===== src/rtl/sincx5_pkg.sv =====
// Shared types, constants, kernel table and microprogram of the x5 sinc interpolator.
package sincx5_pkg;

    localparam int TAPS      = 10;
    localparam int PHASES    = 5;
    localparam int TAP_W     = 4;
    localparam int PH_W      = 3;
    localparam int SAMPLE_W  = 8;
    localparam int KERN_W    = 19;
    localparam int ACC_W     = 29;
    localparam int DATA_W    = 32;
    localparam int PROD_W    = DATA_W + ACC_W;
    localparam int SHIFT     = 30;
    localparam int STEP_W    = 4;
    localparam int CFG_IDX_W = 2;

    localparam logic [CFG_IDX_W-1:0] REG_UPSAMPLE = 2'd0;
    localparam logic [CFG_IDX_W-1:0] REG_GAIN     = 2'd1;
    localparam logic [CFG_IDX_W-1:0] REG_OFFSET   = 2'd2;

    localparam logic signed [KERN_W-1:0] PASS_KERN = 19'sd200000;

    // Microprogram step addresses
    localparam logic [STEP_W-1:0] ST_WAIT   = 4'd0;
    localparam logic [STEP_W-1:0] ST_INIT   = 4'd1;
    localparam logic [STEP_W-1:0] ST_MODE   = 4'd2;
    localparam logic [STEP_W-1:0] ST_PASS   = 4'd3;
    localparam logic [STEP_W-1:0] ST_MAC    = 4'd4;
    localparam logic [STEP_W-1:0] ST_MUL    = 4'd5;
    localparam logic [STEP_W-1:0] ST_SCALE  = 4'd6;
    localparam logic [STEP_W-1:0] ST_EMIT   = 4'd7;
    localparam logic [STEP_W-1:0] ST_NEXT   = 4'd8;
    localparam logic [STEP_W-1:0] ST_UPDATE = 4'd9;

    typedef enum logic [3:0] {
        OP_NONE,
        OP_ACCEPT,
        OP_INIT,
        OP_PASS,
        OP_MAC,
        OP_MUL,
        OP_SCALE,
        OP_EMIT,
        OP_NEXT,
        OP_UPDATE
    } t_op;

    typedef enum logic [2:0] {
        C_NEVER,
        C_ALWAYS,
        C_NO_IN,
        C_COLD,
        C_UP,
        C_TAP_MORE,
        C_OUT_BUSY,
        C_PHASE_MORE
    } t_cond;

    typedef struct packed {
        t_op               op;
        t_cond             cond;
        logic [STEP_W-1:0] target;
    } t_ctrl;

    typedef struct packed {
        logic no_in;
        logic cold;
        logic up;
        logic tap_more;
        logic out_busy;
        logic phase_more;
    } t_flags;

    function automatic t_ctrl prog_word(input logic [STEP_W-1:0] step);
        t_ctrl w;
        w = '{op: OP_NONE, cond: C_ALWAYS, target: ST_WAIT};
        unique case (step)
            ST_WAIT:   w = '{op: OP_ACCEPT, cond: C_NO_IN,      target: ST_WAIT};
            ST_INIT:   w = '{op: OP_INIT,   cond: C_COLD,       target: ST_UPDATE};
            ST_MODE:   w = '{op: OP_NONE,   cond: C_UP,         target: ST_MAC};
            ST_PASS:   w = '{op: OP_PASS,   cond: C_ALWAYS,     target: ST_MUL};
            ST_MAC:    w = '{op: OP_MAC,    cond: C_TAP_MORE,   target: ST_MAC};
            ST_MUL:    w = '{op: OP_MUL,    cond: C_NEVER,      target: ST_WAIT};
            ST_SCALE:  w = '{op: OP_SCALE,  cond: C_NEVER,      target: ST_WAIT};
            ST_EMIT:   w = '{op: OP_EMIT,   cond: C_OUT_BUSY,   target: ST_EMIT};
            ST_NEXT:   w = '{op: OP_NEXT,   cond: C_PHASE_MORE, target: ST_MAC};
            ST_UPDATE: w = '{op: OP_UPDATE, cond: C_ALWAYS,     target: ST_WAIT};
            default:   w = '{op: OP_NONE,   cond: C_ALWAYS,     target: ST_WAIT};
        endcase
        return w;
    endfunction

    typedef logic signed [KERN_W-1:0] t_kern;

    function automatic t_kern kern(input logic [TAP_W-1:0] tap, input logic [PH_W-1:0] ph);
        t_kern r0, r1, r2, r3, r4;
        {r0, r1, r2, r3, r4} = '0;
        unique case (tap)
            4'd0: {r0, r1, r2, r3, r4} = {19'sd0, 19'sd626, 19'sd1432, 19'sd1942, 19'sd1579};
            4'd1: {r0, r1, r2, r3, r4} = {19'sd0, -19'sd2556, -19'sd5136, -19'sd6299,
                                          -19'sd4726};
            4'd2: {r0, r1, r2, r3, r4} = {19'sd0, 19'sd6803, 19'sd13096, 19'sd15526,
                                          19'sd11354};
            4'd3: {r0, r1, r2, r3, r4} = {19'sd0, -19'sd15926, -19'sd30697, -19'sd36878,
                                          -19'sd27753};
            4'd4: {r0, r1, r2, r3, r4} = {19'sd0, 19'sd44430, 19'sd98040, 19'sd149440,
                                          19'sd186501};
            4'd5: {r0, r1, r2, r3, r4} = {19'sd200000, 19'sd186501, 19'sd149440, 19'sd98040,
                                          19'sd44430};
            4'd6: {r0, r1, r2, r3, r4} = {19'sd0, -19'sd27753, -19'sd36878, -19'sd30697,
                                          -19'sd15926};
            4'd7: {r0, r1, r2, r3, r4} = {19'sd0, 19'sd11354, 19'sd15526, 19'sd13096,
                                          19'sd6803};
            4'd8: {r0, r1, r2, r3, r4} = {19'sd0, -19'sd4726, -19'sd6299, -19'sd5136,
                                          -19'sd2556};
            4'd9: {r0, r1, r2, r3, r4} = {19'sd0, 19'sd1579, 19'sd1942, 19'sd1432, 19'sd626};
            default: {r0, r1, r2, r3, r4} = '0;
        endcase
        unique case (ph)
            3'd0:    return r0;
            3'd1:    return r1;
            3'd2:    return r2;
            3'd3:    return r3;
            3'd4:    return r4;
            default: return '0;
        endcase
    endfunction

endpackage


===== src/rtl/sincx5_seq.sv =====
// Microprogram sequencer: step counter, control store and conditional jumps.
module sincx5_seq (
    input  logic                          i_clk,
    input  logic                          i_rst_n,
    input  sincx5_pkg::t_flags            i_flags,
    output sincx5_pkg::t_ctrl             o_ctrl,
    output logic [sincx5_pkg::STEP_W-1:0] o_step
);
    import sincx5_pkg::*;

    logic [STEP_W-1:0] r_step;
    logic [STEP_W-1:0] n_step;
    t_ctrl             ctrl;
    logic              take;

    assign ctrl = prog_word(r_step);

    always_comb begin
        unique case (ctrl.cond)
            C_NEVER:      take = 1'b0;
            C_ALWAYS:     take = 1'b1;
            C_NO_IN:      take = i_flags.no_in;
            C_COLD:       take = i_flags.cold;
            C_UP:         take = i_flags.up;
            C_TAP_MORE:   take = i_flags.tap_more;
            C_OUT_BUSY:   take = i_flags.out_busy;
            C_PHASE_MORE: take = i_flags.phase_more;
            default:      take = 1'b0;
        endcase
        n_step = take ? ctrl.target : r_step + 1'b1;
    end

    always_ff @(posedge i_clk) begin
        if (!i_rst_n) begin
            r_step <= ST_WAIT;
        end else begin
            r_step <= n_step;
        end
    end

    assign o_ctrl = ctrl;
    assign o_step = r_step;

endmodule


===== src/rtl/sinc_upsample_x5_scaler_core.sv =====
// Top level: x5 sinc polyphase interpolator and gain/offset scaler with microcoded control.
// Pass mode: each input gives one result by pass, multiply, scale and emit steps. Upsample
// mode: each input gives five results, each by MAC steps over all ten taps, then multiply,
// scale and emit. While the window fills, an input only updates the delay line. A new input
// is taken only in the wait step, once the previous input's program has ended.
// Reset (synchronous, active low): delay line, fill count, config, out valid and step clear.
module sinc_upsample_x5_scaler_core (
    input  logic                                   i_clk,
    input  logic                                   i_rst_n,
    // input channel
    input  logic                                   i_valid,
    output logic                                   o_ready,
    input  logic [sincx5_pkg::SAMPLE_W-1:0]        i_sample,
    input  logic                                   i_frame_end,
    // result channel
    output logic                                   o_valid,
    input  logic                                   i_ready,
    output logic signed [sincx5_pkg::DATA_W-1:0]   o_value,
    output logic                                   o_last,
    // configuration write port
    input  logic                                   i_cfg_we,
    input  logic [sincx5_pkg::CFG_IDX_W-1:0]       i_cfg_index,
    input  logic [sincx5_pkg::DATA_W-1:0]          i_cfg_data
);
    import sincx5_pkg::*;

    // Configuration registers
    logic                     r_up;
    logic signed [DATA_W-1:0] r_gain;
    logic signed [DATA_W-1:0] r_offset;

    // Sample history and latched transaction
    logic [SAMPLE_W-1:0] r_delay [TAPS-1];
    logic [TAP_W-1:0]    r_fill;
    logic [SAMPLE_W-1:0] r_sample;
    logic                r_fe;

    // Datapath registers
    logic [TAP_W-1:0]         r_tap;
    logic [PH_W-1:0]          r_phase;
    logic signed [ACC_W-1:0]  r_acc;
    logic signed [PROD_W-1:0] r_prod;
    logic signed [DATA_W-1:0] r_res;

    // Output register
    logic                     r_out_valid;
    logic signed [DATA_W-1:0] r_out_value;
    logic                     r_out_last;

    t_ctrl             ctrl;
    t_flags            flags;
    logic [STEP_W-1:0] step;
    logic              in_accept;

    logic [SAMPLE_W-1:0]               win;
    logic signed [SAMPLE_W+KERN_W-1:0] tap_prod;
    logic signed [SAMPLE_W+KERN_W-1:0] pass_prod;
    logic signed [PROD_W-SHIFT-1:0]    shifted;
    logic signed [DATA_W:0]            sum;
    logic signed [DATA_W-1:0]          sat;

    localparam logic signed [DATA_W:0] SAT_MAX = {2'b00, {(DATA_W-1){1'b1}}};
    localparam logic signed [DATA_W:0] SAT_MIN = {2'b11, {(DATA_W-1){1'b0}}};

    sincx5_seq u_seq (
        .i_clk   (i_clk),
        .i_rst_n (i_rst_n),
        .i_flags (flags),
        .o_ctrl  (ctrl),
        .o_step  (step)
    );

    // Take a new sample only while the program sits in its wait step, never in reset
    assign o_ready   = i_rst_n && (ctrl.op == OP_ACCEPT);
    assign in_accept = i_valid && o_ready;

    always_comb begin
        flags.no_in      = !i_valid;
        flags.cold       = r_up && (r_fill < TAP_W'(TAPS - 1));
        flags.up         = r_up;
        flags.tap_more   = (r_tap != TAP_W'(TAPS - 1));
        flags.out_busy   = r_out_valid && !i_ready;
        flags.phase_more = r_up && (r_phase != '0);
    end

    // Window: the nine held samples, newest sample as the last tap
    always_comb begin
        win = r_sample;
        for (int k = 0; k < TAPS - 1; k++) begin
            if (r_tap == TAP_W'(k)) begin
                win = r_delay[k];
            end
        end
    end

    assign tap_prod  = $signed({1'b0, win}) * kern(r_tap, r_phase);
    assign pass_prod = $signed({1'b0, r_sample}) * PASS_KERN;

    // Floor shift then offset, saturate to 32 bits
    assign shifted = r_prod[PROD_W-1:SHIFT];
    assign sum     = (DATA_W+1)'(shifted) + (DATA_W+1)'(r_offset);

    always_comb begin
        priority if (sum > SAT_MAX) begin
            sat = SAT_MAX[DATA_W-1:0];
        end else if (sum < SAT_MIN) begin
            sat = SAT_MIN[DATA_W-1:0];
        end else begin
            sat = sum[DATA_W-1:0];
        end
    end

    // Configuration writes; unknown index is dropped
    always_ff @(posedge i_clk) begin
        if (!i_rst_n) begin
            r_up     <= 1'b0;
            r_gain   <= '0;
            r_offset <= '0;
        end else if (i_cfg_we) begin
            if (i_cfg_index == REG_UPSAMPLE) r_up     <= i_cfg_data[0];
            if (i_cfg_index == REG_GAIN)     r_gain   <= i_cfg_data;
            if (i_cfg_index == REG_OFFSET)   r_offset <= i_cfg_data;
        end
    end

    // Delay line and fill count: advance once per sample at the end of its program
    always_ff @(posedge i_clk) begin
        if (!i_rst_n) begin
            r_fill <= '0;
            for (int k = 0; k < TAPS - 1; k++) begin
                r_delay[k] <= '0;
            end
        end else if (ctrl.op == OP_UPDATE) begin
            for (int k = 0; k < TAPS - 2; k++) begin
                r_delay[k] <= r_delay[k+1];
            end
            r_delay[TAPS-2] <= r_sample;
            if (r_fe) begin
                r_fill <= '0;
            end else if (r_fill < TAP_W'(TAPS - 1)) begin
                r_fill <= r_fill + 1'b1;
            end
        end
    end

    // Datapath: hold the transaction, run init, pass, MAC, multiply, scale and next-phase steps
    always_ff @(posedge i_clk) begin
        if (in_accept) begin
            r_sample <= i_sample;
            r_fe     <= i_frame_end;
        end
        unique case (ctrl.op)
            OP_INIT: begin
                r_acc   <= '0;
                r_tap   <= '0;
                r_phase <= PH_W'(PHASES - 1);
            end
            OP_PASS: begin
                r_acc <= ACC_W'(pass_prod);
            end
            OP_MAC: begin
                r_acc <= r_acc + ACC_W'(tap_prod);
                r_tap <= r_tap + 1'b1;
            end
            OP_MUL: begin
                r_prod <= r_gain * PROD_W'(r_acc);
            end
            OP_SCALE: begin
                r_res <= sat;
            end
            OP_NEXT: begin
                if (flags.phase_more) begin
                    r_acc   <= '0;
                    r_tap   <= '0;
                    r_phase <= r_phase - 1'b1;
                end
            end
            default: begin
            end
        endcase
    end

    // Output register: load on the emit step once the slot is free, drop valid when taken
    always_ff @(posedge i_clk) begin
        if (!i_rst_n) begin
            r_out_valid <= 1'b0;
        end else if (ctrl.op == OP_EMIT && !flags.out_busy) begin
            r_out_valid <= 1'b1;
        end else if (i_ready) begin
            r_out_valid <= 1'b0;
        end
    end

    always_ff @(posedge i_clk) begin
        if (ctrl.op == OP_EMIT && !flags.out_busy) begin
            r_out_value <= r_res;
            r_out_last  <= r_fe && (!r_up || r_phase == '0);
        end
    end

    assign o_valid = r_out_valid;
    assign o_value = r_out_value;
    assign o_last  = r_out_last;

    // Checks
    a_accept_starts: assert property (@(posedge i_clk) disable iff (!i_rst_n)
        in_accept |=> step == ST_INIT)
        else $error("accepted transaction did not start the program");

    a_fill_bound: assert property (@(posedge i_clk) disable iff (!i_rst_n)
        r_fill <= TAP_W'(TAPS - 1))
        else $error("fill count beyond window depth");

    a_emit_loads: assert property (@(posedge i_clk) disable iff (!i_rst_n)
        (ctrl.op == OP_EMIT && !flags.out_busy) |=> o_valid)
        else $error("emit step did not present a result");

    a_mac_tap: assert property (@(posedge i_clk) disable iff (!i_rst_n)
        ctrl.op == OP_MAC |-> r_tap <= TAP_W'(TAPS - 1))
        else $error("tap index ran past the window");

endmodule

===== config.mk =====
export PLATFORM = sky130hd
export DESIGN_NAME = sinc_upsample_x5_scaler_core
export DESIGN_NICKNAME = d
export VERILOG_FILES = /design/src/rtl/sincx5_pkg.sv /design/src/rtl/sincx5_seq.sv /design/src/rtl/sinc_upsample_x5_scaler_core.sv
export SDC_FILE = /design/constraint.sdc
export NUM_CORES = 2
export LEC_CHECK = 0
export ABC_AREA = 1
export BUFFER_PORTS_ARGS = -buffer_cell sky130_fd_sc_hd__buf_2
export CORE_AREA = 5 5 635 323
export CTS_CLUSTER_SIZE = 10
export DETAILED_ROUTE_END_ITERATION = 10
export DIE_AREA = 0 0 640 328
export PLACE_DENSITY_LB_ADDON = 0.25
export SKIP_LAST_GASP = 1
export SYNTH_ARGS = -nofsm -noshare
export SYNTH_HDL_FRONTEND = slang
export SYNTH_SLANG_ARGS = --single-unit
export TNS_END_PERCENT = 20

===== constraint.sdc =====
create_clock -name i_clk -period 8.45 [get_ports i_clk]
set_clock_uncertainty 0.1 [all_clocks]
set_input_delay 1.69 -clock i_clk [delete_from_list [all_inputs] [get_ports i_clk]]
set_output_delay 1.69 -clock i_clk [all_outputs]
set_load 0.03 [all_outputs]

Word-level counts from Yosys, hierarchy flattened
Memories as Yosys holds them, arrays and structs flattened. A register that Yosys moved wholly into a read port is not among the register bits.
Cells that the tools add are included.

operators by class
  add/subtract/negate cells = 6
  $mul = 3
  order comparisons = 3
  equality and inequality tests = 32
  muxes and demuxes = 38
  bitwise operators = 9
  reductions and logical operators = 29

operators by type and width
  kind                                                          number
  2-to-1 mux 8 bit                                              18
  one-hot mux 29 bit (4 select lines)                           1
  one-hot mux 19 bit (5 select lines)                           1
  multiplier 32 x 29 -> 61 bit                                  1
  adder 31 x 32 -> 33 bit                                       1
  > comparator 33 x 32 -> 1 bit, second input constant          1
  less-than comparator 33 x 32 -> 1 bit, second input constant  1
  == test 4 x 3 -> 1 bit, second input constant                 8
  2-to-1 mux 32 bit                                             1
  adder 29 x 27 -> 29 bit                                       1
  2-to-1 mux 29 bit                                             1
  multiplier 9 x 19 -> 27 bit                                   1
  2-to-1 mux 4 bit                                              6
  multiplier 8 x 12 -> 20 bit, second input constant            1
  == test 4 x 2 -> 1 bit, second input constant                 4
  == test 3 bit, second input constant                          5
  AND reduction 2 bit                                           7
  adder 4 x 1 -> 4 bit, second input constant                   3
  == test 3 x 2 -> 1 bit, second input constant                 4
  == test 4 bit, second input constant                          3
  one-hot mux 4 bit (3 select lines)                            1
  bitwise OR 1 bit                                              9
  == test 4 x 1 -> 1 bit, second input constant                 2
  one-hot mux 1 bit (8 select lines)                            1
  other kinds (19)                                              38

word-level totals
  flip-flop bits (word level) = 245
  bits in writable memories = 72
  ROM bits = 1488
  bits of input ports = 48
  output and inout port bits = 35
  logic and storage cells = 138
  memories = 3

memory list
  memory           depth  bits a word  rd ports  clocked after memory_dff  wr ports  RTL line                            text
  (no name shown)  16     82           1         1                         0         sincx5_pkg.sv:98                    unique case (tap)
  (no name shown)  16     11           1         1                         0         sincx5_pkg.sv:77                    unique case (step)
  r_delay          9      8            9         0                         9         sinc_upsample_x5_scaler_core.sv:33  logic [SAMPLE_W-1:0] r_delay [TAPS-1];

Logic depth before layout (Yosys ltp)
  depth in word-level cells = 13
  gate-level depth with buffers = 47
  gate-level depth less buffers = 45

By module
From an unflattened synthesis, not the netlist that was laid out.

unflattened totals
  cells, all modules = 7256
  area total of the unflattened synthesis = 59036.6 sq um

modules (own cells, without submodules)
  module                        instances  cells an instance  area an instance (sq um)  sequential area each (sq um)
  sinc_upsample_x5_scaler_core  1          7161               58220.8                   9038.7
  sincx5_seq                    1          95                 815.8                     300.3

Least setup slack after synthesis
No wires, ideal clock.

  kind = register -> register
  start point = reg r_gain[31]
  end point = reg r_prod[60], data pin
  setup time = 253 ps
  data arrival time = 6854 ps
  data required time = 8097 ps
  slack = 1243 ps
  cell stages (with the launch flop) = 22
  path buffers = 1
  clock period less this slack = 7207 ps
  cells stage by stage = dfxtp_1 -> clkbuf_1 -> nand2_1 -> inv_1 -> fa_1 -> fa_1 -> fa_1 -> fa_1 -> inv_1 -> fa_1 -> fa_1 -> fa_1 -> inv_1 -> fa_1 -> ha_1 -> inv_1 -> nor3_1 -> nand2_1 -> nor2_1 -> nand3_1 -> nand3_1 -> nand2_1

between the ends
  cells in the longest elaborated chain, start to end = 1

ends and longest elaborated chain
  what                          RTL line                             text
  from (decl)                   sinc_upsample_x5_scaler_core.sv:29   logic signed [DATA_W-1:0] r_gain;
  from (signal assigned)        sinc_upsample_x5_scaler_core.sv:121  if (i_cfg_index == REG_GAIN) r_gain <= i_cfg_data;
  multiplier 32 x 29 -> 61 bit  sinc_upsample_x5_scaler_core.sv:166  r_prod <= r_gain * PROD_W'(r_acc);
  to (signal assigned)          sinc_upsample_x5_scaler_core.sv:166
  to (decl)                     sinc_upsample_x5_scaler_core.sv:42   logic signed [PROD_W-1:0] r_prod;

No other way between the ends.
A chain may end at the register's enable or synchronous reset.

Worst setup path in the final report
  start point = reg r_acc[21]
  end point = reg r_prod[56], data pin

between the ends
  cells in the longest elaborated chain, start to end = 1

ends and longest elaborated chain
  what                          RTL line                             text
  from (decl)                   sinc_upsample_x5_scaler_core.sv:41   logic signed [ACC_W-1:0] r_acc;
  from (signal assigned)        sinc_upsample_x5_scaler_core.sv:159  r_acc <= ACC_W'(pass_prod);
  from (signal assigned)        sinc_upsample_x5_scaler_core.sv:162  r_acc <= r_acc + ACC_W'(tap_prod);
  multiplier 32 x 29 -> 61 bit  sinc_upsample_x5_scaler_core.sv:166

No other way between the ends.

==> run summary <==
status: finished, final reports clean
Global Route met3 Usage: 7.652%
Initial Util: 29.79%
CP max FO: 13
row count: 116
max_cap viols: 0
Post-Route WL: 219,700 um
placed inst area: 64,190 um^2
cell count after synthesis: 7,258
register area: 9341 um^2
clk_lat worst skew: 0.67 ns
fin. max-slew vios: 0
Post-Place Worst Slack: -0.08049 ns
syn_area_per_cell: 8.156 um^2
residual DRC count: 0
clock sink count: 360
hold_buf cts: 0
fmax: 119.4 MHz
Initial DRT Pass Iterations: 10
Fillers: 20,980
Die Width: 640 um
CTS tree: yes
DR vias/cell: 4.781
synth top area cells: fa_1, inv_1, edfxtp_1, nand2_1, ha_1
worst r2r src: r_acc[21]$_SDFFCE_PP0P_
Final WS setup: 0.07435 ns
placed wire-length estimate: 185,100 um
DR iter-0 viols: 5,423
count leader, synth: inv_1
share of cells above drive strength 1: 7.930%
Antenna Nets Post-Route: 0
flops & latches, synth: 360
synthesized area: 59,200 um^2
Startpoint Class: register
Worst Tran Pin Value: 1.282 ns
met1 usage: 36.72%
sequential area share after synthesis: 15.78%
total core area: 198,700 um^2
RePlAce Congestion: 0.9896
GRT Total Usage: 21.04%
clock-pin slew on the worst setup and hold paths: 0.06 ns
Min-Delay Endpoint: o_value[24]$_DFFE_PP_
Layout Nets: 8,938
CP endpoint kind: register
Unique masters post-synth: 59
Hold Path Stages: 0
area grow syn2layout: 11.34%
HP Class: reg2reg
first-pass GRT wire length: 328,600 um
IO buf count: 82
cell taking the most area after synthesis: fa_1
Finished Cell Area: 65,910 um^2
Yosys Warn Count: 0
Final setup viols: 0
Bufs on Longest Clock Path: 3
r2r worst-path depth: 21
ys async rst share: 0%
I/O pin count: 83
EDFF count, synth: 213
Synth top area share: 37.64%
initial antenna violation count: 4
M2 GR Usage: 23.21%
top_reg_cell synth: edfxtp_1
final core utilization: 33.17%
largest net degree at the start of global routing: 73
vias in the first global route: 48,340
RSZ-0062 raised after global routing: yes
Die Y-Extent: 328 um
final hold violations: 0
Worst Path Required: 8.74 ns
Crit path arrival time: 8.67 ns
gr busiest metal: met1
Mapped Nets: 8,790
Overflow after GRT: 0
DIE AREA: 209,900 um^2
worst r2r dst: r_prod[56]$_DFFE_PN_
Post-synth top cells: inv_1, nand2_1, fa_1
Root Driver: clkbuf_16
Via Count: 48,270
Slew Limit Headroom: 14.38%
R2R Setup Slk: 0.07 ns
WL per Instance: 21.76 um
Num CTS Buffers: 48
CTS H-tree lvls: 2
Crit Path Class: reg2reg
multi-input logic area: 42,190 um^2
Final min period: 8.376 ns
part of the cycle the worst path needs: 99.12%
Hold Path Origin: r_res[24]$_SDFFCE_PN1N_
-- how the worst max path moves through the flow --
stage / from / endpoint / slack (ns) / cells after the start
2_1_floorplan: r_gain[31]$_SDFFE_PN0P_ / r_prod[60]$_DFFE_PN_ / 1.24 / 21
4_1_cts: r_tap[0]$_DFFE_PP_ / r_acc[17]$_SDFFCE_PP0P_ / 0.01 / 39
5_1_grt: r_acc[2]$_SDFFCE_PP0P_ / r_prod[55]$_DFFE_PN_ / -0.08 / 25
6_report: r_acc[21]$_SDFFCE_PP0P_ / r_prod[56]$_DFFE_PN_ / 0.07 / 21
3_3_place_gp: r_tap[0]$_DFFE_PP_ / r_acc[17]$_SDFFCE_PP0P_ / -0.22 / 38
3_5_place_dp: r_tap[0]$_DFFE_PP_ / r_acc[17]$_SDFFCE_PP0P_ / -0.08 / 38
-- layout by cell type (no fill, tap or decap), types with 8 or more instances in the layout --
cell type  instances
clkbuf_1          17
o21bai_1          25
dfxtp_1          145
a21boi_0          13
buf_4            238
o21ai_1           25
a22o_1            15
edfxtp_1         213
nand2_2           16
nand2_1         1642
nor4_1             8
inv_2             25
fa_1            1113
buf_12            23
buf_2             82
or2_2             38
inv_1           1785
nor2_2            37
ha_1             368
nand4_1           23
clkbuf_16         49
xnor2_1           29
a21o_1            19
nand3b_1          10
nor3_1            24
nand3_1          256
nor3_2            12
a31oi_1           17
a21oi_1          227
nand2_4            9
o21a_1             8
o21ai_0          234
xor2_1            62
nor2_1           544
-- timing repair --
| action | in CTS | in global routing |
|---|---|---|
| pin swaps | 0 | 1 |
| hold endpoints to repair | 0 | 0 |
| gates resized for setup | 1 | 30 |
| cloned | 0 | 0 |
| setup buffers | 0 | 3 |
| endpoints found under the setup margin | 1 | 22 |
-- cells by family (layout without fill, tap and decap cells) --
family / Yosys count / count (layout) / synth area share, %
AND/OR/NAND/NOR: 2643 / 2643 / 18.31
flip-flops: 360 / 360 / 15.78
AO/OA/AOI/OAI: 621 / 621 / 5.849
other: 0 / 1 / 0
adder cells (fa/ha/maj): 1484 / 1484 / 45.48
buffers and inverters: 2059 / 2241 / 13.24
XOR/XNOR: 91 / 91 / 1.346
-- critical path: stages, from the launching register on --
cell	delay [ns]
edfxtp_1	0.91
buf_4	0.38
nand2_1	0.11
fa_1	0.60
fa_1	0.59
fa_1	0.63
fa_1	0.61
fa_1	0.44
fa_1	0.50
inv_1	0.05
fa_1	0.46
fa_1	0.47
ha_1	0.61
nand2_1	0.17
nor2_1	0.19
inv_1	0.08
nor2_1	0.27
inv_1	0.11
o21ai_0	0.43
a31oi_1	0.18
nand3_1	0.12
nand2_1	0.06
-- metrics by stage --
step,hold WS [ns],instances,TNS (ns)
after floorplan,0.3003,7258,0
after global placement,0.3049,10010,-0.2639
after detailed placement,0.3054,10010,-0.08049
after CTS,0.2879,10090,0
after global routing,0.3036,10100,-0.2227
final,0.2816,10100,0
-- area by class of cell --
| cell class | count | area share (%) |
|---|---|---|
| diodes | 1 | 0.003797 |
| clock buffers | 68 | 1.999 |
| clock inverters | 16 | 0.3854 |
| inverters | 1813 | 10.33 |
| multi-input cells | 4839 | 64.02 |
| flip-flops and latches | 360 | 14.17 |
| well taps | 2655 | 5.040 |
| repair buffers | 344 | 4.049 |
-- layer usage --
layer / vias up / share of wire [%]
met4: 0 / 0.95
li1: 21780 / -
met1: 24040 / 54
met2: 2334 / 31
met5: - / 0
met3: 123 / 14
Power is left out: the tool's default activity adds up to more than one toggle a clock period on the data nets, which glitch-free logic cannot reach.
